`src/rtl/core/assert_macros.svh`:
```
// Assertion macros for the RTL files of the array block; bira_ctrl includes them.
`ifndef ASSERT_MACROS_SVH
`define ASSERT_MACROS_SVH

// Plain clocked property, disabled while reset is asserted.
`define ASSERT_PROP(LBL, CLK, RSTN, PROP, MSG) \
    LBL: assert property (@(posedge CLK) disable iff (!RSTN) PROP) else $error(MSG);

// Same-cycle implication.
`define ASSERT_IMPL(LBL, CLK, RSTN, ANTE, CONS, MSG) \
    `ASSERT_PROP(LBL, CLK, RSTN, (ANTE) |-> (CONS), MSG)

// Next-cycle implication.
`define ASSERT_NEXT(LBL, CLK, RSTN, ANTE, CONS, MSG) \
    `ASSERT_PROP(LBL, CLK, RSTN, (ANTE) |=> (CONS), MSG)

`endif

```
`src/rtl/core/bira_pkg.sv`:
```
// Shared constants, codes and types of the bounded insert/remove array.
package bira_pkg;

    localparam int DEPTH   = 64;
    localparam int WORD_W  = 32;
    localparam int IDX_W   = $clog2(DEPTH);
    localparam int CNT_W   = 7;
    localparam int CMD_W   = 3;
    localparam int STAT_W  = 2;
    localparam int GRP     = 8;
    localparam int NGRP    = DEPTH / GRP;
    localparam int GIDX_W  = $clog2(GRP);
    localparam int GSEL_W  = IDX_W - GIDX_W;
    localparam logic [CNT_W-1:0] CAP_RESET = 7'd64;
    localparam logic [CNT_W-1:0] DEPTH_CNT = CNT_W'(DEPTH);

    typedef enum logic [CMD_W-1:0] {
        CMD_GET    = 3'd0,
        CMD_SET    = 3'd1,
        CMD_PUSH   = 3'd2,
        CMD_POP    = 3'd3,
        CMD_INSERT = 3'd4,
        CMD_REMOVE = 3'd5,
        CMD_FIND   = 3'd6,
        CMD_CLEAR  = 3'd7
    } cmd_e;

    typedef enum logic [STAT_W-1:0] {
        STAT_OK    = 2'd0,
        STAT_INDEX = 2'd1,
        STAT_OVER  = 2'd2,
        STAT_UNDER = 2'd3
    } status_e;

    typedef enum logic [1:0] {
        ST_IDLE   = 2'd0,
        ST_EXEC   = 2'd1,
        ST_REDUCE = 2'd2,
        ST_FINISH = 2'd3
    } state_e;

    typedef enum logic [1:0] {
        CELL_HOLD   = 2'd0,
        CELL_WRITE  = 2'd1,
        CELL_INSERT = 2'd2,
        CELL_REMOVE = 2'd3
    } cell_op_e;

    typedef struct packed {
        cell_op_e            op;
        logic [IDX_W-1:0]    pos;
        logic                rd_en;
        logic [IDX_W-1:0]    rd_pos;
        logic                find_en;
        logic [CNT_W-1:0]    count;
        logic [WORD_W-1:0]   value;
    } cell_ctrl_t;

    typedef struct packed {
        logic                found;
        logic [IDX_W-1:0]    found_index;
        logic [WORD_W-1:0]   data;
    } red_res_t;

endpackage

```
`src/rtl/core/bira_cell.sv`:
```
// One storage cell of the array: holds a word, shifts with its neighbours, matches and selects.
module bira_cell (
    input  logic                            clk,
    input  bira_pkg::cell_ctrl_t            ctrl,
    input  logic [bira_pkg::IDX_W-1:0]      idx,
    input  logic [bira_pkg::WORD_W-1:0]     left_word,
    input  logic [bira_pkg::WORD_W-1:0]     right_word,
    output logic [bira_pkg::WORD_W-1:0]     word,
    output logic [bira_pkg::WORD_W-1:0]     sel_word,
    output logic                            hit
);

    logic [bira_pkg::WORD_W-1:0] word_reg;
    logic [bira_pkg::WORD_W-1:0] word_next;
    logic [bira_pkg::WORD_W-1:0] sel_reg;
    logic [bira_pkg::WORD_W-1:0] sel_next;
    logic                        hit_reg;
    logic                        hit_next;

    always_comb
    begin
        word_next = word_reg;
        case (ctrl.op)
            bira_pkg::CELL_WRITE:
            begin
                if (idx == ctrl.pos)
                begin
                    word_next = ctrl.value;
                end
            end
            bira_pkg::CELL_INSERT:
            begin
                if (idx == ctrl.pos)
                begin
                    word_next = ctrl.value;
                end
                else if (idx > ctrl.pos)
                begin
                    word_next = left_word;
                end
            end
            bira_pkg::CELL_REMOVE:
            begin
                if (idx >= ctrl.pos)
                begin
                    word_next = right_word;
                end
            end
            default:
            begin
                word_next = word_reg;
            end
        endcase

        // read the old contents, ahead of any shift in the same cycle
        sel_next = (ctrl.rd_en && (idx == ctrl.rd_pos)) ? word_reg : '0;
        hit_next = ctrl.find_en && ({1'b0, idx} < ctrl.count) && (word_reg == ctrl.value);
    end

    always_ff @(posedge clk)
    begin
        word_reg <= word_next;
        sel_reg  <= sel_next;
        hit_reg  <= hit_next;
    end

    assign word     = word_reg;
    assign sel_word = sel_reg;
    assign hit      = hit_reg;

endmodule

```
`config.mk`:
```
export PLATFORM = sky130hd
export DESIGN_NAME = bira_cell
export DESIGN_NICKNAME = d
export VERILOG_FILES = /design/src/rtl/core/assert_macros.svh /design/src/rtl/core/bira_pkg.sv /design/src/rtl/core/bira_cell.sv
export SDC_FILE = /design/constraint.sdc
export NUM_CORES = 1
export LEC_CHECK = 0
export ABC_AREA = 1
export ABC_CLOCK_PERIOD_IN_PS = 3000
export CAP_MARGIN = 25
export CORE_UTILIZATION = 60
export CTS_CLUSTER_DIAMETER = 60
export DETAILED_ROUTE_END_ITERATION = 7
export DONT_BUFFER_PORTS = 1
export PLACE_DENSITY = 0.85
export SLEW_MARGIN = 40
export SYNTH_ARGS = -nofsm -noshare
export SYNTH_HDL_FRONTEND = slang
export SYNTH_SLANG_ARGS = --single-unit
```
`constraint.sdc`:
```
create_clock -name clk -period 3 [get_ports clk]
set_input_delay 0.6 -clock clk [delete_from_list [all_inputs] [get_ports clk]]
set_output_delay 0.6 -clock clk [all_outputs]
set_load 0.01 [all_outputs]
```
==> results of run 1 <==
-- through the flow --
stage | cell area (um2) | utilization | setup slack (ns) | power (uW)
floorplan | 3700 | - | 0.363 | 1300
global placement | 3750 | 0.634 | 0.762 | 1370
detailed placement | 3750 | 0.634 | 0.677 | 1380
CTS | 3980 | 0.673 | 1.04 | 2230
global route | 3980 | 0.673 | 0.867 | 2310
finish | 3980 | 0.673 | 1.00 | 2220
-- path summary, 6_finish.rpt --
| kind | endpoint | slack, ns | cells after the start |
|---|---|---|---|
| max reg2reg | hit | 1.70 | 5 |
| min reg2reg | sel_word[25] | 0.61 | 2 |
| max | word[11] | 1.00 | 8 |
| min | word[29] | 0.47 | 2 |
-- area by class of cell --
type / instances / area [um2]
Fill cell: 513 / 1940
Multi-Input combinational cell: 349 / 1660
Sequential cell: 65 / 1620
Inverter: 87 / 327
Clock buffer: 11 / 151
Tap cell: 75 / 93.8
Clock inverter: 5 / 77.6
Timing Repair Buffer: 7 / 52.6
-- power by group --
group / internal [uW] / total (uW) / switching [uW]
combinational: 99.5 / 281 / 181
clock: 511 / 849 / 338
sequential: 1000 / 1090 / 81.5
-- logic make-up after synthesis --
kind of cell / synth area share
AO/OA/AOI/OAI: 0.0879
XOR/XNOR: 0.0213
adder cells (fa/ha/maj): 0.0372
buffers and inverters: 0.116
flip-flops: 0.438
AND/OR/NAND/NOR: 0.300
-- per-layer routing --
metal / wire length [um] / part of all wire / global-route usage / vias up
li1: - / - / - / 1628
met1: 3720 / 0.38 / 0.336 / 1499
met2: 4880 / 0.49 / 0.534 / 202
met3: 991 / 0.10 / 0.0920 / 30
met4: 287 / 0.029 / 0.141 / 0
met5: 0 / 0 / 0 / -
-- synthesized netlist by cell type --
library cell	count	area share
nor2_1	56	0.057
nor3_1	2	0.0027
ha_1	11	0.037
dfxtp_1	33	0.18
o21ai_0	8	0.011
o211ai_1	33	0.067
inv_1	86	0.087
nand3_1	37	0.050
buf_6	1	0.0030
buf_4	4	0.0081
xor2_1	6	0.014
edfxtp_1	32	0.26
clkbuf_1	8	0.0081
buf_2	6	0.0081
nand2_1	185	0.19
o22ai_1	2	0.0034
nor3_2	1	0.0027
a21oi_1	5	0.0068
inv_2	1	0.0010
xnor2_1	3	0.0071
==> flow_metrics.py, run 1 <==
metrics = {
    "timing": {
        "hold_viol": 0,
        "tns_ns": 0,
        "fin_skew_ns": 0.00958,
        "drv_slew": 0,
        "relSlewSlack": 0.536,
        "setup_viol_count_final": 0,
        "tightest_slew_ns": 0.696,
        "timing.final.crit_share": 0.665,
        "min_period_ns": 2.00,
        "rsz0062_at_grt": "no",
        "whs_ns": 0.466,
        "clock.fmax_mhz": 501,
    },
    "finish": {
        "layout_common_cells": "nand2_1 (185), inv_1 (85), nor2_1 (55)",
        "drive_gt1_frac": 0.0496,
        "fin_cells": 599,
        "fin_nets": 656,
        "mostFrequentLayoutCell": "nand2_1",
        "diodes": 0,
        "area_delta_synth_final_pct": 7.64,
    },
    "min_path": {
        "worstHoldStart": "right_word[29]",
        "hold_class": "in -> reg",
    },
    "placed_design": {
        "hpwl_mm": 7.27,
        "io_buffers": 0,
        "routabilityCongestion": 0.800,
        "dp_cells": 583,
    },
    "die": {
        "coreArea_um2": 5920,
        "die_x_um": 80.5,
        "die_y_um": 80.5,
        "ios": 191,
        "dieArea_um2": 6490,
        "start_util": 0.625,
        "rows": 28,
    },
    "setup_path": {
        "cp-end-kind": "register",
        "slowest_stage": "buf_4",
        "cpMostUsedCell": "nand2_1",
        "setup.worst_path.start": "ctrl[52]",
        "path_max_fanout": 48,
        "worst-path-buf-inv": 2,
        "crit_path_max_incr_delay_ns": 0.46,
        "crit_type": "in -> reg",
        "start_kind": "input pin",
        "reg2reg_from": "word[21]",
        "crit_family": "simple AND/OR/NAND/NOR gates",
        "crit_path_cell_trace": "inv_1, ha_1, nand2_1, nor3_4, buf_4, nand2_1, o211ai_1, nand3_1",
        "arrival_ns": 2.06,
        "crit_required_ns": 3.06,
    },
    "clocking": {
        "path_clk_slew_ns": 0.08,
        "cts.root.buffer_cell": "clkbuf_8",
        "cts_sinks": 65,
        "cts_setup_buffers": 0,
        "numCtsBuffers": 9,
        "tritoncts": "built",
        "holdBufCountCts": 0,
        "clockBufferDepth": 2,
        "htreeDepth": 3,
        "insertion_delay_ns": 0.33,
        "cts_resized": 0,
    },
    "routing": {
        "via_per_inst": 5.61,
        "drt_iter0_drc": 160,
        "routed_wl_mm": 9.88,
        "first_pass_iters": 5,
        "routedWlPerCell_um": 16.5,
        "antenna_left": 0,
        "vias": 3359,
        "drc": 0,
    },
    "run_status": {
        "outcome": "complete, no violations",
    },
    "logic_synthesis": {
        "syn-cell-area_um2": 3700,
        "syn_nets": 657,
        "ys_seq_area_frac": 0.438,
        "syn_avg_cell_area_um2": 7.12,
        "netlist_instances": 520,
        "synthDistinctLibCells": 20,
        "ys_warn_count": 0,
        "synth_seq_cells": 65,
    },
    "flow_run": {
        "maxCapViolations": 0,
    },
    "global_routing": {
        "grt_pass1_vias": 3172,
        "overflow": 0,
        "track_usage": 0.305,
        "antenna_found_initial": 0,
        "grt_pass1_wl_mm": 14.5,
        "grt_start_max_net_pins": 49,
    },
    "power": {
        "pwr_density_cell_nw_per_um2": 556,
        "p_leak_uw": 0.00196,
        "vdd_ir_drop_max_uv": 325,
    },
}
(Power assumes the default switching activity.)
==> run 2: changes to the inputs <==
--- a/config.mk
+++ b/config.mk
@@ -5,8 +5,8 @@
 export SDC_FILE = /design/constraint.sdc
 export NUM_CORES = 1
 export LEC_CHECK = 0
-export ABC_AREA = 1
-export ABC_CLOCK_PERIOD_IN_PS = 3000
+export ABC_AREA = 0
+export ABC_CLOCK_PERIOD_IN_PS = 2000
 export CAP_MARGIN = 25
 export CORE_UTILIZATION = 60
 export CTS_CLUSTER_DIAMETER = 60
==> constraint.sdc (replaced) <==
create_clock -name clk -period 2 [get_ports clk]
set_input_delay 0.4 -clock clk [delete_from_list [all_inputs] [get_ports clk]]
set_output_delay 0.4 -clock clk [all_outputs]
set_load 0.01 [all_outputs]
==> flow_metrics.py, run 2 <==
metrics = {
    "timing": {
        "fin_skew_ns": 0.0137,
        "timing.final.crit_share": 0.814,
        "tightest_slew_ns": 0.592,
        "setup_viol_count_final": 0,
        "min_period_ns": 1.63,
        "hold_viol": 0,
        "clock.fmax_mhz": 615,
        "rsz0062_at_grt": "no",
        "relSlewSlack": 0.605,
        "drv_slew": 0,
    },
    "routing": {
        "routed_wl_mm": 8.68,
        "vias": 2533,
        "drt_iter0_drc": 192,
        "antenna_left": 0,
        "via_per_inst": 6.60,
        "drc": 0,
        "routedWlPerCell_um": 22.6,
        "first_pass_iters": 4,
    },
    "logic_synthesis": {
        "syn_avg_cell_area_um2": 10.8,
        "synthFlopType": "dfxtp_1",
        "yosys.area.top_type": "edfxtp_1",
        "ys_warn_count": 0,
        "ys_async_sr_fraction": 0,
        "yosysMostFrequentCell": "o22ai_1",
        "synth.top_cells.by_count": "o22ai_1 (54), xnor2_1 (34), dfxtp_1 (33), and2_1 (32), edfxtp_1 (32)",
        "synth_seq_cells": 65,
        "netlist_instances": 310,
        "synth_top_area_frac": 0.286,
        "ys_seq_area_frac": 0.483,
        "syn_nets": 447,
        "synth-edff-count": 32,
        "synthTopCellsByArea": "edfxtp_1 (29%), dfxtp_1 (20%), o22ai_1 (10%)",
        "synthDistinctLibCells": 32,
        "syn-cell-area_um2": 3360,
    },
    "flow_run": {
        "maxCapViolations": 0,
    },
    "global_routing": {
        "antenna_found_initial": 0,
        "overflow": 0,
        "track_usage": 0.301,
        "grt_pass1_wl_mm": 13.4,
        "grt_start_max_net_pins": 37,
        "grt_pass1_vias": 2635,
    },
    "finish": {
        "mostFrequentLayoutCell": "o22ai_1",
        "fillerInstances": 407,
        "drive_gt1_frac": 0.146,
        "multi_input_area_um2": 1580,
        "fin_nets": 446,
        "fin_area_um2": 3630,
        "ff_latch_area_um2": 1620,
        "layout_common_cells": "o22ai_1 (54), xnor2_1 (34), dfxtp_1 (33)",
        "fin_cells": 384,
        "area_delta_synth_final_pct": 7.93,
        "diodes": 0,
    },
    "power": {
        "vdd_ir_drop_max_uv": 530,
        "pwr_density_cell_nw_per_um2": 865,
        "p_leak_uw": 0.00128,
    },
    "clocking": {
        "numCtsBuffers": 9,
        "htreeDepth": 3,
        "cts_setup_buffers": 0,
        "cts_sinks": 65,
        "clockBufferDepth": 2,
        "insertion_delay_ns": 0.33,
        "holdBufCountCts": 0,
        "cts_resized": 0,
        "path_clk_slew_ns": 0.07,
        "cts.root.buffer_cell": "clkbuf_8",
        "tritoncts": "built",
    },
    "min_path": {
        "hold_class": "in -> reg",
    },
    "setup_path": {
        "reg2reg_setup_slack_ns": 0.37,
        "crit_family": "simple AND/OR/NAND/NOR gates",
        "critical_path.endpoint": "hit",
        "setup.worst_path.start": "word[10]",
        "reg2reg_from": "word[10]",
        "arrival_ns": 1.90,
        "start_kind": "register",
        "crit_required_ns": 2.27,
        "crit_path_cell_trace": "xnor2_1, nand4_1, nor4_1, o2111a_1",
        "path_max_fanout": 3,
        "worst-path-buf-inv": 0,
        "cp-end-kind": "register",
        "timing.rr.end": "hit",
        "slowest_stage": "edfxtp_1",
        "reg2regPathDepth": 4,
        "crit_type": "reg -> reg",
        "crit_path_max_incr_delay_ns": 0.47,
        "crit_cells": 4,
    },
    "placed_design": {
        "io_buffers": 0,
        "placed_cell_area_um2": 3440,
        "routabilityCongestion": 0.806,
        "hpwl_mm": 6.26,
        "dp_cells": 368,
    },
    "die": {
        "die_x_um": 76.8,
        "rows": 26,
        "ios": 191,
        "die_y_um": 76.8,
        "dieArea_um2": 5900,
        "coreArea_um2": 5240,
        "start_util": 0.642,
    },
    "run_status": {
        "outcome": "complete, no violations",
    },
}
==> run 2: worst reg2reg max path: stages, from the launching register on <==
cell      delay, ns
edfxtp_1       0.47
xnor2_1        0.25
nand4_1        0.19
nor4_1         0.43
o2111a_1       0.23
==> run 2: kinds of logic (layout without fill, tap and decap cells) <==
logic type,Yosys count,in the layout,share of synthesized area
AND/OR/NAND/NOR,56,56,0.106
buffers and inverters,33,37,0.0517
XOR/XNOR,38,38,0.0990
AO/OA/AOI/OAI,107,107,0.220
adder cells (fa/ha/maj),11,11,0.0410
flip-flops,65,65,0.483
==> run 2: power breakdown <==
| part | internal [uW] | total, uW | leakage [uW] | switching (uW) |
|---|---|---|---|---|
| clock | 605 | 1090 | 0.000100 | 486 |
| sequential | 1510 | 1640 | 0.000572 | 130 |
| combinational | 201 | 404 | 0.000609 | 203 |
==> run 2: worst min-delay path by stage <==
stage	from	end	slack, ns	cells after the start
floorplan	word[28]	sel_word[28]	0.56	1
global placement	word[20]	sel_word[20]	0.58	1
detailed placement	word[20]	sel_word[20]	0.59	1
CTS	right_word[21]	word[21]	0.31	2
global route	right_word[14]	word[14]	0.32	2
finish	right_word[21]	word[21]	0.32	2
==> run 2: final cells by class <==
cell class	instances	area share
inverters	14	0.0166
flip-flops and latches	65	0.447
multi-input cells	212	0.435
well taps	70	0.0241
clock buffers	12	0.0400
repair buffers	7	0.0248
clock inverters	4	0.0124
==> run 2: metal layers <==
layer	up-vias	GRT usage	wire length, um
li1	1161	-	-
met1	1190	0.341	3350
met2	161	0.516	4400
met3	21	0.0833	675
met4	0	0.152	252
met5	-	0	0
==> run 2: metrics by stage <==
step | setup slack [ns] | util | setup TNS [ns] | hold WS, ns | total power, uW
floorplan | -0.930 | - | -29.77 | 0.562 | 1980
global placement | 0.120 | 0.656 | 0 | 0.582 | 2060
detailed placement | 0.0663 | 0.656 | 0 | 0.590 | 2070
CTS | 0.351 | 0.693 | 0 | 0.310 | 3150
global route | 0.253 | 0.693 | 0 | 0.320 | 3260
finish | 0.373 | 0.693 | 0 | 0.319 | 3140
