--- config.mk ---
export PLATFORM = sky130hd
export DESIGN_NAME = bira_ctrl_flat
export DESIGN_NICKNAME = d
export VERILOG_FILES = /design/src/rtl/core/bira_pkg.sv /design/src/rtl/core/bira_if.sv /design/src/rtl/core/bira_ctrl.sv /design/src/flat_wrapper.sv
export VERILOG_INCLUDE_DIRS = /design/src /design/src/rtl/core
export SDC_FILE = /design/constraint.sdc
export NUM_CORES = 1
export LEC_CHECK = 0
export BUFFER_PORTS_ARGS = -buffer_cell sky130_fd_sc_hd__buf_2
export CORE_ASPECT_RATIO = 0.5
export CORE_MARGIN = 3
export CORE_UTILIZATION = 30
export CTS_CLUSTER_DIAMETER = 100
export DETAILED_ROUTE_END_ITERATION = 12
export GPL_TIMING_DRIVEN = 0
export SYNTH_ARGS = -nofsm -noshare
export SYNTH_HDL_FRONTEND = slang
export SYNTH_SLANG_ARGS = --single-unit
export TNS_END_PERCENT = 5
--- constraint.sdc ---
create_clock -name clk -period 5.5 [get_ports clk]
set_input_delay 0 -clock clk [delete_from_list [all_inputs] [get_ports clk]]
set_output_delay 0 -clock clk [all_outputs]
set_load 0.01 [all_outputs]
--- src/rtl/core/assert_macros.svh ---
// Assertion macros for the RTL files of the array block; bira_ctrl includes them.
`ifndef ASSERT_MACROS_SVH
`define ASSERT_MACROS_SVH

// Plain clocked property, disabled while reset is asserted.
`define ASSERT_PROP(LBL, CLK, RSTN, PROP, MSG) \
    LBL: assert property (@(posedge CLK) disable iff (!RSTN) PROP) else $error(MSG);

// Same-cycle implication.
`define ASSERT_IMPL(LBL, CLK, RSTN, ANTE, CONS, MSG) \
    `ASSERT_PROP(LBL, CLK, RSTN, (ANTE) |-> (CONS), MSG)

// Next-cycle implication.
`define ASSERT_NEXT(LBL, CLK, RSTN, ANTE, CONS, MSG) \
    `ASSERT_PROP(LBL, CLK, RSTN, (ANTE) |=> (CONS), MSG)

`endif

--- src/rtl/core/bira_pkg.sv ---
// Shared constants, codes and types of the bounded insert/remove array.
package bira_pkg;

    localparam int DEPTH   = 64;
    localparam int WORD_W  = 32;
    localparam int IDX_W   = $clog2(DEPTH);
    localparam int CNT_W   = 7;
    localparam int CMD_W   = 3;
    localparam int STAT_W  = 2;
    localparam int GRP     = 8;
    localparam int NGRP    = DEPTH / GRP;
    localparam int GIDX_W  = $clog2(GRP);
    localparam int GSEL_W  = IDX_W - GIDX_W;
    localparam logic [CNT_W-1:0] CAP_RESET = 7'd64;
    localparam logic [CNT_W-1:0] DEPTH_CNT = CNT_W'(DEPTH);

    typedef enum logic [CMD_W-1:0] {
        CMD_GET    = 3'd0,
        CMD_SET    = 3'd1,
        CMD_PUSH   = 3'd2,
        CMD_POP    = 3'd3,
        CMD_INSERT = 3'd4,
        CMD_REMOVE = 3'd5,
        CMD_FIND   = 3'd6,
        CMD_CLEAR  = 3'd7
    } cmd_e;

    typedef enum logic [STAT_W-1:0] {
        STAT_OK    = 2'd0,
        STAT_INDEX = 2'd1,
        STAT_OVER  = 2'd2,
        STAT_UNDER = 2'd3
    } status_e;

    typedef enum logic [1:0] {
        ST_IDLE   = 2'd0,
        ST_EXEC   = 2'd1,
        ST_REDUCE = 2'd2,
        ST_FINISH = 2'd3
    } state_e;

    typedef enum logic [1:0] {
        CELL_HOLD   = 2'd0,
        CELL_WRITE  = 2'd1,
        CELL_INSERT = 2'd2,
        CELL_REMOVE = 2'd3
    } cell_op_e;

    typedef struct packed {
        cell_op_e            op;
        logic [IDX_W-1:0]    pos;
        logic                rd_en;
        logic [IDX_W-1:0]    rd_pos;
        logic                find_en;
        logic [CNT_W-1:0]    count;
        logic [WORD_W-1:0]   value;
    } cell_ctrl_t;

    typedef struct packed {
        logic                found;
        logic [IDX_W-1:0]    found_index;
        logic [WORD_W-1:0]   data;
    } red_res_t;

endpackage

--- src/rtl/core/bira_if.sv ---
// Valid/ready channel interfaces for command words and result words.
interface bira_in_if;
    logic                             valid;
    logic                             ready;
    logic [bira_pkg::CMD_W-1:0]       cmd;
    logic [bira_pkg::CNT_W-1:0]       position;
    logic [bira_pkg::WORD_W-1:0]      value;

    modport source (output valid, output cmd, output position, output value, input ready);
    modport sink   (input valid, input cmd, input position, input value, output ready);
endinterface

interface bira_out_if;
    logic                             valid;
    logic                             ready;
    logic [bira_pkg::STAT_W-1:0]      status;
    logic [bira_pkg::WORD_W-1:0]      data;
    logic                             found;
    logic [bira_pkg::IDX_W-1:0]       found_index;
    logic [bira_pkg::CNT_W-1:0]       count;
    logic                             empty_res;
    logic                             full_res;

    modport source (output valid, output status, output data, output found,
                    output found_index, output count, output empty_res,
                    output full_res, input ready);
    modport sink   (input valid, input status, input data, input found,
                    input found_index, input count, input empty_res,
                    input full_res, output ready);
endinterface

--- src/rtl/core/bira_ctrl.sv ---
// Command sequencer: capacity register, entry count, status checks, cell control and result register.
`include "assert_macros.svh"

module bira_ctrl (
    input  logic                            clk,
    input  logic                            rst_n,
    input  logic                            cfg_we,
    input  logic [bira_pkg::CNT_W-1:0]      cfg_wdata,
    bira_in_if.sink                         req,
    bira_out_if.source                      rsp,
    output bira_pkg::cell_ctrl_t            cell_ctrl,
    output logic                            red_load,
    input  bira_pkg::red_res_t              red_res
);

    bira_pkg::state_e               state_reg;
    bira_pkg::state_e               state_next;
    logic [bira_pkg::CNT_W-1:0]     capacity_reg;
    logic [bira_pkg::CNT_W-1:0]     count_reg;
    logic [bira_pkg::CNT_W-1:0]     count_next;
    bira_pkg::status_e              status_reg;
    bira_pkg::status_e              status_next;
    bira_pkg::cmd_e                 cmd_reg;
    logic [bira_pkg::CNT_W-1:0]     pos_reg;
    logic [bira_pkg::WORD_W-1:0]    value_reg;
    logic [bira_pkg::CNT_W-1:0]     cap_eff;
    logic [bira_pkg::CNT_W-1:0]     count_dec;
    bira_pkg::cell_ctrl_t           cc_calc;
    logic                           out_load;
    logic                           out_valid_reg;
    bira_pkg::status_e              out_status_reg;
    logic [bira_pkg::WORD_W-1:0]    out_data_reg;
    logic                           out_found_reg;
    logic [bira_pkg::IDX_W-1:0]     out_fidx_reg;
    logic [bira_pkg::CNT_W-1:0]     out_count_reg;
    logic                           out_empty_reg;
    logic                           out_full_reg;

    assign cap_eff   = (capacity_reg > bira_pkg::DEPTH_CNT) ? bira_pkg::DEPTH_CNT : capacity_reg;
    assign count_dec = count_reg - 1'b1;

    // decode the held command against the current count
    always_comb
    begin
        status_next     = bira_pkg::STAT_OK;
        count_next      = count_reg;
        cc_calc.op      = bira_pkg::CELL_HOLD;
        cc_calc.pos     = pos_reg[bira_pkg::IDX_W-1:0];
        cc_calc.rd_en   = 1'b0;
        cc_calc.rd_pos  = pos_reg[bira_pkg::IDX_W-1:0];
        cc_calc.find_en = 1'b0;
        cc_calc.count   = count_reg;
        cc_calc.value   = value_reg;
        case (cmd_reg)
            bira_pkg::CMD_GET:
            begin
                if (pos_reg >= count_reg)
                begin
                    status_next = bira_pkg::STAT_INDEX;
                end
                else
                begin
                    cc_calc.rd_en = 1'b1;
                end
            end
            bira_pkg::CMD_SET:
            begin
                if (pos_reg >= count_reg)
                begin
                    status_next = bira_pkg::STAT_INDEX;
                end
                else
                begin
                    cc_calc.op = bira_pkg::CELL_WRITE;
                end
            end
            bira_pkg::CMD_PUSH:
            begin
                if (count_reg >= cap_eff)
                begin
                    status_next = bira_pkg::STAT_OVER;
                end
                else
                begin
                    cc_calc.op  = bira_pkg::CELL_WRITE;
                    cc_calc.pos = count_reg[bira_pkg::IDX_W-1:0];
                    count_next  = count_reg + 1'b1;
                end
            end
            bira_pkg::CMD_POP:
            begin
                if (count_reg == '0)
                begin
                    status_next = bira_pkg::STAT_UNDER;
                end
                else
                begin
                    cc_calc.rd_en  = 1'b1;
                    cc_calc.rd_pos = count_dec[bira_pkg::IDX_W-1:0];
                    count_next     = count_dec;
                end
            end
            bira_pkg::CMD_INSERT:
            begin
                // index is checked before room
                if (pos_reg > count_reg)
                begin
                    status_next = bira_pkg::STAT_INDEX;
                end
                else if (count_reg >= cap_eff)
                begin
                    status_next = bira_pkg::STAT_OVER;
                end
                else
                begin
                    cc_calc.op = bira_pkg::CELL_INSERT;
                    count_next = count_reg + 1'b1;
                end
            end
            bira_pkg::CMD_REMOVE:
            begin
                if (pos_reg >= count_reg)
                begin
                    status_next = bira_pkg::STAT_INDEX;
                end
                else
                begin
                    cc_calc.rd_en = 1'b1;
                    cc_calc.op    = bira_pkg::CELL_REMOVE;
                    count_next    = count_dec;
                end
            end
            bira_pkg::CMD_FIND:
            begin
                cc_calc.find_en = 1'b1;
            end
            bira_pkg::CMD_CLEAR:
            begin
                count_next = '0;
            end
            default:
            begin
                status_next = bira_pkg::STAT_OK;
            end
        endcase
    end

    // sequencer and handshake control
    always_comb
    begin
        state_next = state_reg;
        req.ready  = 1'b0;
        red_load   = 1'b0;
        out_load   = 1'b0;
        cell_ctrl  = cc_calc;
        if (state_reg != bira_pkg::ST_EXEC)
        begin
            cell_ctrl.op      = bira_pkg::CELL_HOLD;
            cell_ctrl.rd_en   = 1'b0;
            cell_ctrl.find_en = 1'b0;
        end
        case (state_reg)
            bira_pkg::ST_IDLE:
            begin
                req.ready = 1'b1;
                if (req.valid)
                begin
                    state_next = bira_pkg::ST_EXEC;
                end
            end
            bira_pkg::ST_EXEC:
            begin
                state_next = bira_pkg::ST_REDUCE;
            end
            bira_pkg::ST_REDUCE:
            begin
                red_load   = 1'b1;
                state_next = bira_pkg::ST_FINISH;
            end
            bira_pkg::ST_FINISH:
            begin
                // hold until the result register is free
                if (!out_valid_reg || rsp.ready)
                begin
                    out_load   = 1'b1;
                    state_next = bira_pkg::ST_IDLE;
                end
            end
            default:
            begin
                state_next = bira_pkg::ST_IDLE;
            end
        endcase
    end

    always_ff @(posedge clk or negedge rst_n)
    begin
        if (!rst_n)
        begin
            state_reg     <= bira_pkg::ST_IDLE;
            capacity_reg  <= bira_pkg::CAP_RESET;
            count_reg     <= '0;
            out_valid_reg <= 1'b0;
        end
        else
        begin
            state_reg <= state_next;
            if (cfg_we)
            begin
                capacity_reg <= cfg_wdata;
            end
            if (state_reg == bira_pkg::ST_EXEC)
            begin
                count_reg <= count_next;
            end
            if (out_load)
            begin
                out_valid_reg <= 1'b1;
            end
            else if (rsp.ready)
            begin
                out_valid_reg <= 1'b0;
            end
        end
    end

    always_ff @(posedge clk)
    begin
        if (req.valid && req.ready)
        begin
            cmd_reg   <= bira_pkg::cmd_e'(req.cmd);
            pos_reg   <= req.position;
            value_reg <= req.value;
        end
        if (state_reg == bira_pkg::ST_EXEC)
        begin
            status_reg <= status_next;
        end
        if (out_load)
        begin
            out_status_reg <= status_reg;
            out_data_reg   <= red_res.data;
            out_found_reg  <= red_res.found;
            out_fidx_reg   <= red_res.found_index;
            out_count_reg  <= count_reg;
            out_empty_reg  <= (count_reg == '0);
            out_full_reg   <= (count_reg >= cap_eff);
        end
    end

    assign rsp.valid       = out_valid_reg;
    assign rsp.status      = out_status_reg;
    assign rsp.data        = out_data_reg;
    assign rsp.found       = out_found_reg;
    assign rsp.found_index = out_fidx_reg;
    assign rsp.count       = out_count_reg;
    assign rsp.empty_res   = out_empty_reg;
    assign rsp.full_res    = out_full_reg;

    `ASSERT_PROP(a_count_bound, clk, rst_n, count_reg <= bira_pkg::DEPTH_CNT, "entry count above depth")
    `ASSERT_NEXT(a_fail_keeps_count, clk, rst_n,
        state_reg == bira_pkg::ST_EXEC && status_next != bira_pkg::STAT_OK,
        $stable(count_reg), "failed command changed the count")
    `ASSERT_NEXT(a_finish_waits, clk, rst_n,
        state_reg == bira_pkg::ST_FINISH && !out_load,
        state_reg == bira_pkg::ST_FINISH && out_valid_reg, "result dropped while stalled")

endmodule

--- src/flat_wrapper.sv ---
// flat-port wrapper written by rule: the top's interface ports become plain ports
module bira_ctrl_flat 
  (clk, rst_n, cfg_we, cfg_wdata, cell_ctrl, red_load, red_res, req_valid, req_cmd, req_position, req_value, req_ready, rsp_valid, rsp_status, rsp_data, rsp_found, rsp_found_index, rsp_count, rsp_empty_res, rsp_full_res, rsp_ready);
  bira_in_if req_i ();
  bira_out_if rsp_i ();
  input  logic clk;
  input  logic rst_n;
  input  logic cfg_we;
  input  logic [bira_pkg::CNT_W-1:0] cfg_wdata;
  output bira_pkg::cell_ctrl_t cell_ctrl;
  output logic red_load;
  input  bira_pkg::red_res_t red_res;
  input wire logic [$bits(req_i.valid)-1:0] req_valid;
  input wire logic [$bits(req_i.cmd)-1:0] req_cmd;
  input wire logic [$bits(req_i.position)-1:0] req_position;
  input wire logic [$bits(req_i.value)-1:0] req_value;
  output wire logic [$bits(req_i.ready)-1:0] req_ready;
  output wire logic [$bits(rsp_i.valid)-1:0] rsp_valid;
  output wire logic [$bits(rsp_i.status)-1:0] rsp_status;
  output wire logic [$bits(rsp_i.data)-1:0] rsp_data;
  output wire logic [$bits(rsp_i.found)-1:0] rsp_found;
  output wire logic [$bits(rsp_i.found_index)-1:0] rsp_found_index;
  output wire logic [$bits(rsp_i.count)-1:0] rsp_count;
  output wire logic [$bits(rsp_i.empty_res)-1:0] rsp_empty_res;
  output wire logic [$bits(rsp_i.full_res)-1:0] rsp_full_res;
  input wire logic [$bits(rsp_i.ready)-1:0] rsp_ready;
  assign req_i.valid = req_valid;
  assign req_i.cmd = req_cmd;
  assign req_i.position = req_position;
  assign req_i.value = req_value;
  assign req_ready = req_i.ready;
  assign rsp_valid = rsp_i.valid;
  assign rsp_status = rsp_i.status;
  assign rsp_data = rsp_i.data;
  assign rsp_found = rsp_i.found;
  assign rsp_found_index = rsp_i.found_index;
  assign rsp_count = rsp_i.count;
  assign rsp_empty_res = rsp_i.empty_res;
  assign rsp_full_res = rsp_i.full_res;
  assign rsp_i.ready = rsp_ready;
  bira_ctrl u_core (.clk(clk), .rst_n(rst_n), .cfg_we(cfg_we), .cfg_wdata(cfg_wdata), .req(req_i), .rsp(rsp_i), .cell_ctrl(cell_ctrl), .red_load(red_load), .red_res(red_res));
endmodule
==> impl_metrics.py, run 1 <==
metrics = {
    "status": {
        "status": "finished, final reports clean",
    },
    "drt": {
        "drtIter0Drc": 206,
        "antenna_left": 0,
        "routed_wl_mm": 12.2,
        "avgRoutedWirePerCell_um": 14.7,
        "vias": 3702,
        "dr.pass1.iters": 5,
        "drc_errors": 0,
        "vias_per_cell": 4.48,
    },
    "finish": {
        "drive_gt1_frac": 0.374,
        "area_growth_pct": 53.1,
        "antenna_cells": 0,
        "final_util": 0.480,
        "fill_cells": 1372,
        "nNetsFinal": 741,
    },
    "yosys": {
        "synth.largest_area_cell": "edfxtp_1",
        "postSynthCellCount": 322,
        "synth_enable_flop_cells": 94,
        "yosysSeqAreaShare": 0.701,
        "synth_area_leaders": "edfxtp_1 (61%), dfrtp_1 (8.6%), ha_1 (6.5%), nand2_1 (1.9%), a21oi_1 (1.6%)",
        "synth_warnings": 0,
        "netlist_area_mm2": 0.00464,
        "async_reset_ff_frac": 0.153,
        "syn_area_per_cell_um2": 14.4,
        "yosys.area.top_type_share": 0.609,
        "synthFlopType": "edfxtp_1",
        "ys_ff_latch": 111,
        "syn_nets": 439,
        "yosysUniqueCellTypes": 48,
    },
    "worst_setup_path": {
        "worstPathMaxFanout": 10,
        "cp.arrival_ns": 3.27,
        "cp-start-kind": "register",
        "crit_family": "compound AO/OA/AOI/OAI gates",
        "slowest_delay_ns": 0.59,
        "crit_buf_inv": 3,
        "slowest_stage": "dfrtp_1",
        "cp.required_ns": 5.50,
        "cp_cell_sequence": "inv_1, ha_1, nand2b_1, a31oi_1, o21ai_1, or4_1, clkbuf_1, o21ai_0, buf_2",
        "critical_path_class": "register to output pin",
        "end_kind": "output pin",
    },
    "power_and_ir_drop": {
        "sw_frac_of_total": 0.352,
        "ir_worst_vdd_v": 0.000174,
        "p_int_uw": 1930,
        "net-switching-power_uw": 1050,
        "power_density_mw_per_mm2": 419,
        "power.share.clock": 0.203,
        "power.leakage_uw": 0.00298,
        "seqPwrFrac": 0.430,
        "comb_power_share": 0.367,
    },
    "floorplanning": {
        "ios": 201,
        "start_util": 0.314,
        "chipHeight_um": 93.9,
        "core_area_mm2": 0.0148,
        "dieArea_mm2": 0.0171,
        "die_width_um": 182,
        "num_rows": 31,
    },
    "timing": {
        "tns_ns": 0,
        "whs_ns": 0.0268,
        "rsz0062_at_grt": "no",
        "drv_slew": 0,
        "post-route-period-util": 0.595,
        "min_period_ns": 3.27,
        "relSlewSlack": 0.591,
        "clock_skew_ns": 0.00505,
        "worstMarginPinSlew_ns": 0.614,
        "fmax_ghz": 0.305,
        "finalHoldViolations": 0,
        "setup_violations": 0,
    },
    "placement": {
        "gp_congestion": 0.865,
        "port_buffers": 199,
        "hpwl_mm": 8.65,
    },
    "global_routing": {
        "grt_pass1_wl_mm": 19.3,
        "grt_usage": 0.142,
        "antenna_found_initial": 0,
        "grt-ovfl-total": 0,
        "grt_max_degree": 42,
        "grt_pass1_vias": 3829,
    },
    "clocking": {
        "clockRootBuffer": "clkbuf_16",
        "cts_tree": "done",
        "cts_max_path_buffers": 2,
        "path_clk_slew_ns": 0.07,
        "clk_latency_ns": 0.35,
        "cts_sinks": 111,
        "cts_max_level": 3,
        "numCtsBuffers": 9,
        "post_cts.repair.setup_buffers": 0,
    },
    "run": {
        "max_cap_viol_count": 0,
    },
    "worst_hold_path": {
        "hold_class": "input port to register",
    },
}
-- metal layers --
| metal | GRT usage | up-vias | wire length [um] |
|---|---|---|---|
| met5 | 0 | - | 0 |
| met4 | 0.0469 | 0 | 163 |
| met3 | 0.0333 | 11 | 674 |
| met2 | 0.252 | 125 | 6150 |
| met1 | 0.173 | 1748 | 5180 |
| li1 | - | 1818 | - |
-- area by class of cell --
cell class / instances / area (um^2) / share of cell area
Inverter: 18 / 67.6 / 0.00952
Timing Repair Buffer: 291 / 1940 / 0.273
Clock buffer: 10 / 229 / 0.0323
Buffer: 11 / 51.3 / 0.00723
Clock inverter: 6 / 43.8 / 0.00617
Multi-Input combinational cell: 182 / 1270 / 0.179
Sequential cell: 111 / 3250 / 0.458
Tap cell: 198 / 248 / 0.0349
-- synthesized netlist by cell type (4+ instances only) --
cell and number:
a31oi_1 5, nand2b_1 5, nand2_1 23, ha_1 24, edfxtp_1 94, a21oi_1 15, o22ai_1 5, dfrtp_1 16
mux2_2 6, nor3_1 4, o21ai_0 13, o31ai_1 7, inv_1 18, xnor2_1 5, o21ai_1 5, clkbuf_1 7
nor2_1 14, nand3_1 10
-- path summary, 6_finish.rpt --
check                                                start                                  to  slack [ns]  cells past startpoint
setup / recovery           u_core.count_reg[0]$_DFFE_PN0P_                       cell_ctrl[48]        2.23                      9
hold / removal                                      cfg_we  u_core.capacity_reg[6]$_DFFE_PN1P_        0.03                      3
setup reg to reg           u_core.count_reg[4]$_DFFE_PN0P_     u_core.count_reg[5]$_DFFE_PN0P_        2.24                      9
hold reg to reg             u_core.status_reg[1]$_DFFE_PP_      u_core.rsp.status[1]$_DFFE_PP_        0.42                      0
max in group asynchronous                            rst_n  u_core.capacity_reg[6]$_DFFE_PN1P_        5.08                      2
min in group asynchronous                            rst_n     u_core.state_reg[0]$_DFFE_PN0P_        0.10                      2
-- tightest hold or removal path, stage by stage --
cell and delay (ns):
clkbuf_1 0.19, nand2_1 0.11, o21ai_0 0.07
-- placed cells by master (no fill, tap or decap), types with 2 or more instances in the layout --
cell	instances
dlygate4sd3_1	90
o21ai_1	5
buf_2	201
nand3_1	10
inv_1	18
o22ai_1	5
nor2_1	14
nor3_1	4
and2_2	2
clkinvlp_4	3
inv_6	2
and3_1	3
o22a_1	3
dfrtp_1	16
mux2_2	6
clkbuf_1	8
nor2b_1	3
o31ai_1	7
ha_1	24
a21oi_1	15
a22oi_1	3
o21ai_0	13
nand2_1	23
xnor2_1	5
nand2b_1	5
o21a_1	3
clkbuf_16	9
a31oi_1	5
a21o_1	2
buf_12	2
nand4_1	3
edfxtp_1	94
-- per-stage QoR --
stage	power [uW]	setup WS [ns]	std cells	area, um^2
6_report	2970	2.23	827	7100
5_1_grt	3190	1.94	827	7100
4_1_cts	3020	2.15	827	7100
3_5_place_dp	2350	2.33	721	5920
3_3_place_gp	2310	2.36	719	5880
2_1_floorplan	1920	2.92	322	4640
-- power groups by stage --
stage                     Clock (uW)  Combinational, uW  Sequential, uW
after global placement             0               1000            1310
after floorplan                    0                546            1370
after detailed placement           0               1050            1300
after CTS                        639               1100            1280
final                            605               1090            1280
after global routing             674               1210            1310
-- kinds of logic after synthesis --
group / Yosys count / share of synthesized area
AO/OA/AOI/OAI: 69 / 0.0972
XOR/XNOR: 5 / 0.00945
adder cells (fa/ha/maj): 25 / 0.0669
buffers and inverters: 29 / 0.0256
flip-flops: 111 / 0.701
multiplexers: 7 / 0.0178
AND/OR/NAND/NOR: 76 / 0.0821
-- timing repair --
item,in CTS,in global routing
resized for setup,0,0
hold endpoints to repair,106,0
hold buffers,90,0
Power figures use the tool's default switching activity.
==> run 2, diff against run 1 <==
==> constraint.sdc (replaced) <==
create_clock -name clk -period 3.35 [get_ports clk]
set_input_delay 0 -clock clk [delete_from_list [all_inputs] [get_ports clk]]
set_output_delay 0 -clock clk [all_outputs]
set_load 0.01 [all_outputs]
==> run 2 against run 1 <==
Sequential power grew 64%. Power is 64% higher. Sequential share of layout area is essentially flat. Via count about the same. Highest routed layer unchanged. Combinational power grew 64%. Wire length rose by 0.20%. Cell count unchanged. First-iteration DRC count shrank 1.5%. Worst hold slack barely moved. Non-clock buffer count stayed put. Critical path type unchanged.
==> impl_metrics.py, run 2 (synthesized netlist as in run 1, its figures left out) <==
metrics = {
    "timing": {
        "relSlewSlack": 0.590,
        "finalHoldViolations": 0,
        "setup_violations": 0,
        "drv_slew": 0,
        "fmax_ghz": 0.319,
        "tns_ns": 0,
        "worstMarginPinSlew_ns": 0.614,
        "rsz0062_at_grt": "no",
        "post-route-period-util": 0.935,
        "min_period_ns": 3.13,
        "clock_skew_ns": 0.00565,
    },
    "floorplanning": {
        "core_area_mm2": 0.0148,
        "ios": 201,
        "die_width_um": 182,
        "chipHeight_um": 93.9,
        "start_util": 0.314,
        "dieArea_mm2": 0.0171,
        "num_rows": 31,
    },
    "finish": {
        "final_cell_mix": "buf_2 (201), edfxtp_1 (94), dlygate4sd3_1 (90)",
        "drive_gt1_frac": 0.378,
        "nNetsFinal": 741,
        "antenna_cells": 0,
        "layout_commonest_cell": "buf_2",
        "area_growth_pct": 53.1,
        "fill_cells": 1370,
    },
    "clocking": {
        "cts_tree": "done",
        "cts_max_path_buffers": 2,
        "path_clk_slew_ns": 0.07,
        "clk_latency_ns": 0.35,
        "cts_max_level": 3,
        "post_cts.repair.setup_buffers": 0,
        "cts_sinks": 111,
        "numCtsBuffers": 9,
        "clockRootBuffer": "clkbuf_16",
    },
    "power_and_ir_drop": {
        "power_density_mw_per_mm2": 689,
        "power.leakage_uw": 0.00299,
        "ir_worst_vdd_v": 0.000286,
        "totalPowerFinal_uw": 4890,
    },
    "placement": {
        "port_buffers": 199,
        "hpwl_mm": 8.65,
        "gp_congestion": 0.865,
    },
    "worst_hold_path": {
        "hold_class": "input port to register",
    },
    "global_routing": {
        "grt_pass1_vias": 3829,
        "grt-ovfl-total": 0,
        "grt_pass1_wl_mm": 19.3,
        "antenna_found_initial": 0,
        "grt_max_degree": 42,
        "grt_usage": 0.142,
    },
    "drt": {
        "routed_wl_mm": 12.2,
        "drtIter0Drc": 203,
        "dr.pass1.iters": 4,
        "avgRoutedWirePerCell_um": 14.7,
        "vias_per_cell": 4.48,
        "antenna_left": 0,
        "drc_errors": 0,
        "vias": 3704,
    },
    "worst_setup_path": {
        "slowest_delay_ns": 0.54,
        "cp-start-kind": "register",
        "critical_path_class": "register to output pin",
        "cp_cell_sequence": "inv_1, ha_1, nand2b_1, a31oi_1, o21ai_1, or4_1, clkbuf_1, o21ai_0, buf_2",
        "cp.arrival_ns": 3.13,
        "slowest_stage": "or4_1",
        "end_kind": "output pin",
        "worstPathMaxFanout": 10,
        "cp.required_ns": 3.35,
    },
    "run": {
        "max_cap_viol_count": 0,
    },
    "status": {
        "status": "finished, final reports clean",
    },
}
[run 2: worst paths after layout]
kind,startpoint,to,slack (ns),depth (start not counted)
min in group asynchronous,rst_n,u_core.state_reg[0]$_DFFE_PN0P_,0.11,2
max reg2reg,u_core.count_reg[4]$_DFFE_PN0P_,u_core.count_reg[5]$_DFFE_PN0P_,0.28,9
min reg2reg,u_core.status_reg[1]$_DFFE_PP_,u_core.rsp.status[1]$_DFFE_PP_,0.42,0
max in group asynchronous,rst_n,u_core.capacity_reg[6]$_DFFE_PN1P_,2.93,2
min,cfg_we,u_core.capacity_reg[6]$_DFFE_PN1P_,0.03,3
max,u_core.count_reg[0]$_DFFE_PN0P_,cell_ctrl[48],0.22,9
[run 2: what timing repair did]
action | in CTS | in global routing
hold endpoints to repair | 106 | 0
setup endpoints to repair | 0 | 8
resized for setup | 0 | 5
hold buffers | 90 | 0
[run 2: critical path, delay by kind of cell (launching register included)]
family,cells,cell delay (ns)
AO/OA/AOI/OAI,3,0.69
AND/OR/NAND/NOR,2,0.67
buffers and inverters,3,0.61
flip-flops,1,0.50
adder cells (fa/ha/maj),1,0.32
[run 2: area by class of cell]
class	instances	area, um^2	area share
sequential	111	3250	0.458
timing repair buffer	291	1940	0.273
multi-input combinational	182	1270	0.179
tap	198	248	0.0349
clock buffer	10	229	0.0323
inverter	18	67.6	0.00952
buffer	11	53.8	0.00758
clock inverter	6	43.8	0.00617
[run 2: metal layers]
metal / routed length, um / GRT usage / vias to the layer above
met3: 638 / 0.0333 / 13
li1: - / - / 1814
met4: 172 / 0.0469 / 0
met5: 0 / 0 / -
met1: 5260 / 0.173 / 1759
met2: 6110 / 0.252 / 118
[run 2: where the power goes]
part	internal (uW)	switching [uW]
registers	1930	172
logic	727	1070
clock network	508	486
total	3170	1720
[run 2: metrics by stage]
step                      instance area (um^2)  hold slack [ns]  std cells  setup slack, ns   util
after floorplan                           4640           -0.296        322            0.774      -
after global placement                    5880          -0.0595        719            0.214  0.398
after detailed placement                  5920          -0.0559        721            0.177  0.401
after CTS                                 7100          0.00764        827          0.00365  0.480
after global routing                      7100           0.0583        827           0.0132  0.480
final                                     7100           0.0267        827            0.219  0.480
==> run 3, diff against run 2 <==
--- a/config.mk
+++ b/config.mk
@@ -11,6 +11,7 @@
 export CORE_MARGIN = 3
 export CORE_UTILIZATION = 30
 export CTS_CLUSTER_DIAMETER = 100
+export CTS_CLUSTER_SIZE = 20
 export DETAILED_ROUTE_END_ITERATION = 12
 export GPL_TIMING_DRIVEN = 0
 export SYNTH_ARGS = -nofsm -noshare
==> constraint.sdc (replaced) <==
create_clock -name clk -period 3.35 [get_ports clk]
set_input_delay 0.67 -clock clk [delete_from_list [all_inputs] [get_ports clk]]
set_output_delay 0.67 -clock clk [all_outputs]
set_load 0.01 [all_outputs]
==> run 3 against run 2 <==
Power grew 1.2%. Sequential power is essentially flat. Combinational power grew 4%. Die area is the same. Cell area shrank 11%. Maximum frequency shrank 4.8%. Wire length shrank 6.0%. Register-to-register slack gained 0.13 ns. Clock-buffer cell count is the same. Critical path type unchanged.
==> impl_metrics.py, run 3 (synthesized netlist as in run 1, its figures left out) <==
metrics = {
    "power_and_ir_drop": {
        "sw_frac_of_total": 0.357,
        "p_int_uw": 3180,
        "seqPwrFrac": 0.423,
        "power.leakage_uw": 0.00264,
        "power.share.clock": 0.202,
        "power_density_mw_per_mm2": 781,
        "ir_worst_vdd_v": 0.000277,
        "comb_power_share": 0.375,
        "net-switching-power_uw": 1770,
    },
    "global_routing": {
        "antenna_found_initial": 1,
        "grt-ovfl-total": 0,
        "grt_usage": 0.133,
        "grt_pass1_vias": 3455,
        "grt_pass1_wl_mm": 17.8,
        "grt_max_degree": 42,
    },
    "clocking": {
        "clockRootBuffer": "clkbuf_16",
        "path_clk_slew_ns": 0.08,
        "clk_latency_ns": 0.35,
        "cts_max_level": 3,
        "cts_tree": "done",
        "cts_sinks": 111,
        "cts_max_path_buffers": 2,
        "hold_buffers": 0,
        "numCtsBuffers": 9,
    },
    "timing": {
        "rsz0062_at_grt": "yes",
        "drv_slew": 0,
        "clock_skew_ns": 0.00898,
        "fin_ws_ns": 0.0613,
        "finalHoldViolations": 0,
        "fmax_ghz": 0.304,
        "tns_ns": 0,
        "worstMarginPinSlew_ns": 0.601,
        "post-route-period-util": 0.982,
        "relSlewSlack": 0.600,
        "min_period_ns": 3.29,
        "setup_violations": 0,
    },
    "finish": {
        "final_cell_mix": "buf_2 (201), edfxtp_1 (94), ha_1 (22)",
        "instances_no_fill": 740,
        "postLayoutCellArea_mm2": 0.00634,
        "antenna_cells": 0,
        "nNetsFinal": 654,
        "area_growth_pct": 36.7,
        "layout_commonest_cell": "buf_2",
        "final_util": 0.429,
        "drive_gt1_frac": 0.483,
    },
    "floorplanning": {
        "ios": 201,
        "core_area_mm2": 0.0148,
        "die_width_um": 182,
        "num_rows": 31,
        "dieArea_mm2": 0.0171,
        "start_util": 0.314,
        "chipHeight_um": 93.9,
    },
    "placement": {
        "port_buffers": 199,
        "postPlaceCellArea_mm2": 0.00592,
        "dp_slack_ns": -0.255,
        "place_inst": 721,
        "gp_congestion": 0.865,
        "hpwl_mm": 8.65,
    },
    "worst_setup_path": {
        "cp-start-kind": "register",
        "cp_cell_sequence": "inv_1, ha_1, nand2b_1, a31oi_1, o21ai_2, or4_4, buf_8, o21ai_2, buf_2",
        "cp.required_ns": 2.68,
        "end_kind": "output pin",
        "path_common_cell": "o21ai_2",
        "cp.arrival_ns": 2.62,
        "worstPathMaxFanout": 10,
        "slowest_delay_ns": 0.46,
        "slowest_stage": "or4_4",
        "crit_family": "simple AND/OR/NAND/NOR gates",
        "critical_path_class": "register to output pin",
        "crit_buf_inv": 3,
    },
    "drt": {
        "routed_wl_mm": 11.5,
        "dr.pass1.iters": 5,
        "avgRoutedWirePerCell_um": 15.5,
        "drc_errors": 0,
        "vias": 3401,
        "antenna_left": 0,
        "drtIter0Drc": 231,
        "vias_per_cell": 4.60,
    },
    "run": {
        "max_cap_viol_count": 0,
    },
    "status": {
        "status": "finished, final reports clean",
    },
    "worst_hold_path": {
        "hold_class": "input port to async pin",
    },
}
==> run 3: changes by cell type in the layout (fill, tap and decap cells not counted), sizes merged <==
cell | previous run | this run
dlygate4sd3 | 90 | 0
buf | 205 | 210
clkbuf | 17 | 15
==> run 3: cell type report <==
cell class                      count  area (um^2)
Buffer                             11         73.8
Multi-Input combinational cell    182         1350
Timing Repair Buffer              204         1060
Clock buffer                       10          229
Clock inverter                      6         43.8
Sequential cell                   111         3260
Inverter                           18         70.1
Tap cell                          198          248
Fill cell                        1447         8440
==> run 3: worst paths after layout <==
check / start / endpoint / slack, ns / cells after the start
worst max-delay path: u_core.count_reg[0]$_DFFE_PN0P_ / cell_ctrl[52] / 0.06 / 9
worst min-delay path: rst_n / u_core.rsp.valid$_DFFE_PN0P_ / 0.23 / 1
worst max register to register: u_core.count_reg[2]$_DFFE_PN0P_ / u_core.count_reg[5]$_DFFE_PN0P_ / 0.41 / 9
worst min register to register: u_core.status_reg[1]$_DFFE_PP_ / u_core.rsp.status[1]$_DFFE_PP_ / 0.42 / 0
max in group asynchronous: rst_n / u_core.capacity_reg[6]$_DFFE_PN1P_ / 2.80 / 1
min in group clk: u_core.status_reg[1]$_DFFE_PP_ / u_core.rsp.status[1]$_DFFE_PP_ / 0.42 / 0
==> run 3: power by group through the flow <==
| stage | registers, uW | logic [uW] | clock network, uW |
|---|---|---|---|
| CTS | 2090 | 1830 | 1050 |
| global route | 2140 | 2060 | 1120 |
| detailed placement | 2130 | 1720 | 0 |
| floorplan | 2250 | 897 | 0 |
| global placement | 2150 | 1650 | 0 |
| finish | 2090 | 1860 | 998 |
==> run 3: per-stage QoR <==
stage / hold slack, ns / total power [uW]
final: 0.232 / 4950
after global placement: 0.403 / 3790
after CTS: 0.222 / 4970
after detailed placement: 0.408 / 3860
after floorplan: 0.374 / 3150
after global routing: 0.239 / 5310
==> run 3: what timing repair did <==
item                                    4_1_cts  5_1_grt
endpoints found under the setup margin       14       14
pin swaps                                     1        3
resized for setup                            20       22
buffers inserted                              3        0
==> run 3: routing by layer <==
| metal | track usage | part of all wire | vias to the layer above | wire [um] |
|---|---|---|---|---|
| li1 | - | - | 1640 | - |
| met3 | 0.0418 | 0.081 | 15 | 929 |
| met1 | 0.165 | 0.42 | 1619 | 4780 |
| met2 | 0.222 | 0.49 | 125 | 5600 |
| met4 | 0.0450 | 0.011 | 2 | 129 |
| met5 | 0 | 0.0011 | - | 13 |
